`src/rtl/tdp_pkg.sv`:
```
// ----------------------------------------------------------------------------
// tdp_pkg
// Shared types and constants for the trial-division prime tester.
// ----------------------------------------------------------------------------
package tdp_pkg;

	// default width of the tested value
	localparam int VALUE_BITS_DEF = 31;

	// first trial divisor; values below it are never prime
	localparam int FIRST_DIVISOR = 2;

	// sequencer states
	typedef enum logic [1:0] {
		ST_IDLE,
		ST_LAUNCH,
		ST_WAIT,
		ST_FINISH
	} tdp_state_t;

	// status from the serial divider
	typedef struct packed {
		logic done;
		logic rem_zero;
	} tdp_div_stat_t;

endpackage

```
`src/rtl/tdp_if.sv`:
```
// ----------------------------------------------------------------------------
// tdp_req_if / tdp_rsp_if
// Valid/ready channels carrying the candidate word and the verdict word.
// ----------------------------------------------------------------------------
interface tdp_req_if #(
	parameter int VALUE_BITS = 31
);
	logic                  valid;
	logic                  ready;
	logic [VALUE_BITS-1:0] candidate;

	modport source (output valid, output candidate, input ready);
	modport sink   (input valid, input candidate, output ready);
endinterface

interface tdp_rsp_if #(
	parameter int VALUE_BITS = 31
);
	logic                  valid;
	logic                  ready;
	logic                  is_prime;
	logic [VALUE_BITS-1:0] tested_value;

	modport source (output valid, output is_prime, output tested_value, input ready);
	modport sink   (input valid, input is_prime, input tested_value, output ready);
endinterface

```
`src/rtl/trial_division_prime_test_top.sv`:
```
// Time to a result grows with the number of trial divisors tried; values below two
// skip the divider and go to the output register without any division.
// Each divisor costs one serial division at one quotient bit per cycle, so a
// 31-bit prime needs about 46340 divisors.
// One word in flight; the next word is taken once its result sits in the output register.
// Reset clears the sequencer and the output valid flag; no memories.
// ----------------------------------------------------------------------------
// trial_division_prime_test_top
// Decides primality of each candidate by trial division with a serial divider.
// ----------------------------------------------------------------------------
module trial_division_prime_test_top import tdp_pkg::*; #(
	parameter int VALUE_BITS = VALUE_BITS_DEF
) (
	input logic       clk,
	input logic       arst_n,
	tdp_req_if.sink   req,
	tdp_rsp_if.source rsp
);

	tdp_state_t            state_q, state_d;
	logic [VALUE_BITS-1:0] n_q;
	logic [VALUE_BITS-1:0] d_q;
	logic                  prime_q;
	logic                  out_valid_q;
	logic                  out_prime_q;
	logic [VALUE_BITS-1:0] out_value_q;

	logic                  start;
	logic                  accept;
	logic                  adv;
	logic                  verdict_set;
	logic                  verdict;
	logic                  load_out;
	tdp_div_stat_t         div_stat;
	logic [VALUE_BITS-1:0] div_quo;

	tdp_serial_div #(.VALUE_BITS(VALUE_BITS)) u_div (
		.clk      (clk),
		.arst_n   (arst_n),
		.start    (start),
		.dividend (n_q),
		.divisor  (d_q),
		.stat     (div_stat),
		.quo      (div_quo)
	);

	assign req.ready = (state_q == ST_IDLE);
	assign accept    = req.valid && (state_q == ST_IDLE);

	// next state and sequencer strobes
	always_comb begin
		state_d     = state_q;
		start       = 1'b0;
		adv         = 1'b0;
		verdict_set = 1'b0;
		verdict     = 1'b0;
		load_out    = 1'b0;
		case (state_q)
			ST_IDLE: begin
				if (req.valid) begin
					if (req.candidate < VALUE_BITS'(FIRST_DIVISOR)) begin
						verdict_set = 1'b1;
						state_d     = ST_FINISH;
					end else begin
						state_d = ST_LAUNCH;
					end
				end
			end
			ST_LAUNCH: begin
				start   = 1'b1;
				state_d = ST_WAIT;
			end
			ST_WAIT: begin
				if (div_stat.done) begin
					if (d_q > div_quo) begin
						// divisor passed the square root: no factor exists
						verdict_set = 1'b1;
						verdict     = 1'b1;
						state_d     = ST_FINISH;
					end else if (div_stat.rem_zero) begin
						verdict_set = 1'b1;
						state_d     = ST_FINISH;
					end else begin
						adv     = 1'b1;
						state_d = ST_LAUNCH;
					end
				end
			end
			ST_FINISH: begin
				if (!out_valid_q || rsp.ready) begin
					load_out = 1'b1;
					state_d  = ST_IDLE;
				end
			end
			default: state_d = ST_IDLE;
		endcase
	end

	// hold state and output valid
	always_ff @(posedge clk or negedge arst_n) begin
		if (!arst_n) begin
			state_q     <= ST_IDLE;
			out_valid_q <= 1'b0;
		end else begin
			state_q <= state_d;
			if (load_out) begin
				out_valid_q <= 1'b1;
			end else if (rsp.ready) begin
				out_valid_q <= 1'b0;
			end
		end
	end

	// capture candidate, advance divisor, record verdict, load output word
	always_ff @(posedge clk) begin
		if (accept) begin
			n_q <= req.candidate;
			d_q <= VALUE_BITS'(FIRST_DIVISOR);
		end else if (adv) begin
			d_q <= d_q + VALUE_BITS'(1);
		end
		if (verdict_set) begin
			prime_q <= verdict;
		end
		if (load_out) begin
			out_prime_q <= prime_q;
			out_value_q <= n_q;
		end
	end

	assign rsp.valid        = out_valid_q;
	assign rsp.is_prime     = out_prime_q;
	assign rsp.tested_value = out_value_q;

endmodule

```
`src/rtl/tdp_serial_div.sv`:
```
// ----------------------------------------------------------------------------
// tdp_serial_div
// Restoring divider that produces one quotient bit per cycle. The dividend
// shifts out of a register MSB first while the quotient shifts in.
// ----------------------------------------------------------------------------
module tdp_serial_div import tdp_pkg::*; #(
	parameter int VALUE_BITS = VALUE_BITS_DEF
) (
	input  logic                  clk,
	input  logic                  arst_n,
	input  logic                  start,
	input  logic [VALUE_BITS-1:0] dividend,
	input  logic [VALUE_BITS-1:0] divisor,
	output tdp_div_stat_t         stat,
	output logic [VALUE_BITS-1:0] quo
);

	localparam int CW = (VALUE_BITS > 1) ? $clog2(VALUE_BITS) : 1;

	logic                  busy_q;
	logic                  done_q;
	logic [CW-1:0]         cnt_q;
	logic [VALUE_BITS-1:0] rem_q;
	logic [VALUE_BITS-1:0] shift_q;
	logic [VALUE_BITS:0]   trial;
	logic [VALUE_BITS:0]   diff;
	logic                  fits;

	// one restoring step: bring down the next dividend bit, try a subtract
	always_comb begin
		trial = {rem_q, shift_q[VALUE_BITS-1]};
		diff  = trial - {1'b0, divisor};
		fits  = (trial >= {1'b0, divisor});
	end

	// control: step counter and done pulse
	always_ff @(posedge clk or negedge arst_n) begin
		if (!arst_n) begin
			busy_q <= 1'b0;
			done_q <= 1'b0;
			cnt_q  <= '0;
		end else begin
			done_q <= 1'b0;
			if (start) begin
				busy_q <= 1'b1;
				cnt_q  <= '0;
			end else if (busy_q) begin
				cnt_q <= cnt_q + CW'(1);
				if (cnt_q == CW'(VALUE_BITS - 1)) begin
					busy_q <= 1'b0;
					done_q <= 1'b1;
				end
			end
		end
	end

	// datapath: partial remainder and dividend/quotient shift register
	always_ff @(posedge clk) begin
		if (start) begin
			rem_q   <= '0;
			shift_q <= dividend;
		end else if (busy_q) begin
			rem_q   <= fits ? diff[VALUE_BITS-1:0] : trial[VALUE_BITS-1:0];
			shift_q <= {shift_q[VALUE_BITS-2:0], fits};
		end
	end

	assign stat.done     = done_q;
	assign stat.rem_zero = (rem_q == '0);
	assign quo           = shift_q;

endmodule

```
`src/flat_wrapper.sv`:
```
// flat-port wrapper written by rule: the top's interface ports become plain ports
module trial_division_prime_test_top_flat import tdp_pkg::*;
#(
	parameter int VALUE_BITS = VALUE_BITS_DEF
)
  (clk, arst_n, req_valid, req_candidate, req_ready, rsp_valid, rsp_is_prime, rsp_tested_value, rsp_ready);
  tdp_req_if #(.VALUE_BITS(VALUE_BITS)) req_i ();
  tdp_rsp_if #(.VALUE_BITS(VALUE_BITS)) rsp_i ();
  input logic clk;
  input logic arst_n;
  input wire logic [$bits(req_i.valid)-1:0] req_valid;
  input wire logic [$bits(req_i.candidate)-1:0] req_candidate;
  output wire logic [$bits(req_i.ready)-1:0] req_ready;
  output wire logic [$bits(rsp_i.valid)-1:0] rsp_valid;
  output wire logic [$bits(rsp_i.is_prime)-1:0] rsp_is_prime;
  output wire logic [$bits(rsp_i.tested_value)-1:0] rsp_tested_value;
  input wire logic [$bits(rsp_i.ready)-1:0] rsp_ready;
  assign req_i.valid = req_valid;
  assign req_i.candidate = req_candidate;
  assign req_ready = req_i.ready;
  assign rsp_valid = rsp_i.valid;
  assign rsp_is_prime = rsp_i.is_prime;
  assign rsp_tested_value = rsp_i.tested_value;
  assign rsp_i.ready = rsp_ready;
  trial_division_prime_test_top #(.VALUE_BITS(VALUE_BITS)) u_core (.clk(clk), .arst_n(arst_n), .req(req_i), .rsp(rsp_i));
endmodule
```
`config.mk`:
```
export PLATFORM = sky130hd
export DESIGN_NAME = trial_division_prime_test_top_flat
export DESIGN_NICKNAME = d
export VERILOG_FILES = /design/src/rtl/tdp_pkg.sv /design/src/rtl/tdp_if.sv /design/src/rtl/trial_division_prime_test_top.sv /design/src/rtl/tdp_serial_div.sv /design/src/flat_wrapper.sv
export SDC_FILE = /design/constraint.sdc
export NUM_CORES = 1
export LEC_CHECK = 0
export ABC_AREA = 0
export BUFFER_PORTS_ARGS = -buffer_cell sky130_fd_sc_hd__buf_4
export CAP_MARGIN = 20
export CORE_UTILIZATION = 30
export DETAILED_ROUTE_END_ITERATION = 10
export PLACE_DENSITY_LB_ADDON = 0.15
export SLEW_MARGIN = 10
export SYNTH_ARGS = -nofsm -noshare
export SYNTH_HDL_FRONTEND = slang
export SYNTH_HIERARCHICAL = 1
export SYNTH_SLANG_ARGS = --single-unit
```
`constraint.sdc`:
```
create_clock -name clk -period 5.1 [get_ports clk]
set_clock_uncertainty 0.2 [all_clocks]
set_input_delay 0.255 -clock clk [delete_from_list [all_inputs] [get_ports clk]]
set_output_delay 0.255 -clock clk [all_outputs]
set_load 0.1 [all_outputs]
```
==> impl_metrics.csv <==
group,metric,value,unit
timing,slew-limit-headroom,31.31,%
logic_synthesis,synth.top_cell.area_share,29.50,%
min_path,worstHoldPathType,"reg -> reg",
clocking,numCtsBuffers,17,
place,hpwlAfterDp,17.57,mm
setup_path,worst_setup_path_end_kind,"flip-flop",
setup_path,r2r_cells,11,
floorplanning,dieArea,32960,µm²
clocking,clk_pin_slew,0.08,ns
clocking,post-cts-setup-buffer-count,0,
timing,period_share,70.51,%
detailed_routing,firstDrtPassIters,5,
timing,hold_viol_final,0,
logic_synthesis,yosys_warnings,6,
grt,grt_use_total,15.46,%
clocking,cts_tree,"built",
detailed_routing,initialDrtViolationCount,374,
logic_synthesis,yosys.area.top_type,"edfxtp_1",
setup_path,required,5.25,ns
logic_synthesis,synth_edf_count,95,
grt,use_met3,2.507,%
floorplanning,ios,69,
detailed_routing,drcViolationCount,0,
run,drv_cap,0,
detailed_routing,vias,7430,
clocking,clock_path_buffers,2,
grt,grt_pass1_wl,40.03,mm
cells_and_area,num-nets-final,1129,
logic_synthesis,synth.distinct_cells,77,
min_path,hp-start,"u_core/prime_q",
setup_path,crit-reg2reg-launch,"u_core/d_q[5]",
cells_and_area,mostFrequentLayoutCell,"edfxtp_1",
grt,use_met2,25.34,%
logic_synthesis,syn-cell-area,9672,µm²
place,placed_cells,1377,
pwr,leakagePower,4.372,nW
floorplanning,num_rows,65,
grt,grtUsageMet1,20.93,%
logic_synthesis,synth-main-ff-cell,"edfxtp_1",
logic_synthesis,avgSynthCellArea,10.19,µm²
setup_path,start_kind,"flip-flop",
cells_and_area,n_antenna_cell,0,
cells_and_area,drive_gt1_share,17.29,%
timing,drv_slew,0,
logic_synthesis,ys_seq_area_share,44.92,%
setup_path,criticalPathCategory,"reg -> reg",
grt,grt_overflow,0,
detailed_routing,wirelength,24.64,mm
place,numPortBuffers,68,
logic_synthesis,syn_nets,1050,
floorplanning,start_util,30.57,%
clocking,clock_sinks,167,
clocking,root_buffer,"clkbuf_16",
grt,top_usage_layer,"met2",
clocking,clkLatencyLatePin,0.44,ns
min_path,whs_path_depth,0,
floorplanning,die_h,181.6,µm
detailed_routing,wire_per_inst,17.08,µm
place,place.gp.congestion,0.8266,
grt,grt_pass1_vias,7290,
status,status,"complete, no violations",
detailed_routing,via_per_inst,5.149,
floorplanning,core,31640,µm²
pwr,powerDensity,609.5,nW/µm²
timing,rsz0062_at_grt,"no",
setup_path,crit_start,"u_core/d_q[5]",
logic_synthesis,syn_inst,949,
detailed_routing,antenna_left,0,
logic_synthesis,ys_async_sr_fraction,5.988,%
logic_synthesis,ys_ff_latch,167,
grt,grt_start_max_net_pins,63,
floorplanning,die_width,181.6,µm
grt,antenna_found_initial,0,
setup_path,cp_data_arrival_time,3.75,ns
timing,fin_crit,3.596,ns
cells_and_area,instances_no_fill,1443,
cells_and_area,syn_to_final_growth,18.42,%
clocking,htreeDepth,4,
logic_synthesis,synth_area_leaders,"edfxtp_1 29%, dfxtp_1 13%, ha_1 8.4%, mux2_2 3.8%, a21oi_1 3.8%",
timing,fmax,0.2781,GHz
timing,tns,0,ns
timing,finalSetupViolCount,0,
timing,worst_slew_pin_slew,1.028,ns
cells_and_area,final_cell_mix,"95 x edfxtp_1, 76 x buf_4, 76 x inv_1, 73 x a21oi_1, 65 x ha_1",
pwr,peakVddDrop,220.0,µV
clocking,cts-resized-gates,0,
setup_path,crit_fanout,25,
[cell families after synthesis]
kind of cell / count (synthesis) / share of synthesized area [%]
flops: 167 / 44.92
simple gates: 283 / 16.33
xor+xnor: 29 / 2.626
fa+ha+maj: 66 / 8.616
buf+inv: 127 / 5.666
mux: 57 / 6.378
compound gates: 220 / 15.47
[routing by layer]
layer,vias to the layer above,wire [µm]
met5,-,0
met2,119,11690
li1,3718,-
met4,0,218
met1,3578,12060
met3,15,670
[worst max-delay path, cell delays in order, from the launching register on]
cell and delay [ns]:
dfxtp_1 0.47, inv_1 0.08, ha_1 0.40, a21o_1 0.22
or3_4 0.33, o21ai_2 0.18, o211ai_1 0.15, a211oi_2 0.25
nand2b_2 0.45, buf_4 0.40, mux2i_1 0.14, a211oi_1 0.23
[metrics by stage]
stage               total power, mW  area, µm²  hold WS, ns  worst slack [ns]  util [%]
floorplan                     4.927       9672      -0.2406             1.196         -
global placement              5.662      10510      -0.1032             1.549     33.23
detailed placement            5.646      10510     -0.09882             1.479     33.23
CTS                           7.049      11450       0.2325             1.472     36.20
global route                  7.501      11450       0.2404             1.191     36.20
finish                        6.981      11450       0.2321             1.504     36.20
[worst paths after layout]
kind,end,slack [ns]
max,u_core/u_div/rem_q[15],1.50
min,u_core/rsp.is_prime,0.23
max reg2reg,u_core/u_div/rem_q[15],1.50
min reg2reg,u_core/rsp.is_prime,0.23
max in group asynchronous,u_core/u_div/busy_q,3.68
min in group asynchronous,u_core/u_div/cnt_q[0],0.65
[Yosys cell counts (23+ instances only)]
| master | count |
|---|---|
| nor2_1 | 63 |
| a211oi_1 | 23 |
| mux2_2 | 33 |
| clkbuf_1 | 36 |
| ha_1 | 65 |
| inv_1 | 76 |
| dfxtp_1 | 62 |
| nand4_1 | 33 |
| mux2i_1 | 23 |
| nand2_1 | 45 |
| o31ai_1 | 32 |
| a21oi_1 | 73 |
| edfxtp_1 | 95 |
| or4_1 | 30 |
[state kept, by name (all words and copies together) (netlist names)]
signal and flops:
u_core/u_div/done_q 1, u_core/u_div/rem_q 31, u_core/u_div/cnt_q 5, u_core/d_q 31
u_core/rsp.valid 1, u_core/u_div/quo 31, u_core/rsp.tested_value 31, u_core/state_q 2
u_core/rsp.is_prime 1, u_core/u_div/busy_q 1, u_core/n_q 31, u_core/prime_q 1
[final cells by class]
cell class / count / area, µm²
Clock buffer: 17 / 425.4
Multi-Input combinational cell: 655 / 4798
Inverter: 77 / 294.0
Fill cell: 3161 / 20180
Timing Repair Buffer: 110 / 910.9
Tap cell: 402 / 503.0
Clock inverter: 15 / 176.4
Sequential cell: 167 / 4345
[where the power goes]
part / leakage, nW / switching (mW) / internal [mW]
sequential: 1.53 / 0.319 / 1.93
clock: 0.288 / 0.640 / 0.707
combinational: 2.55 / 1.96 / 1.42
[timing repair]
action,in CTS,in global routing
endpoints found under the hold margin,42,0
hold buffers,34,0
setup endpoints to repair,0,0
Power figures use the tool's default switching activity.
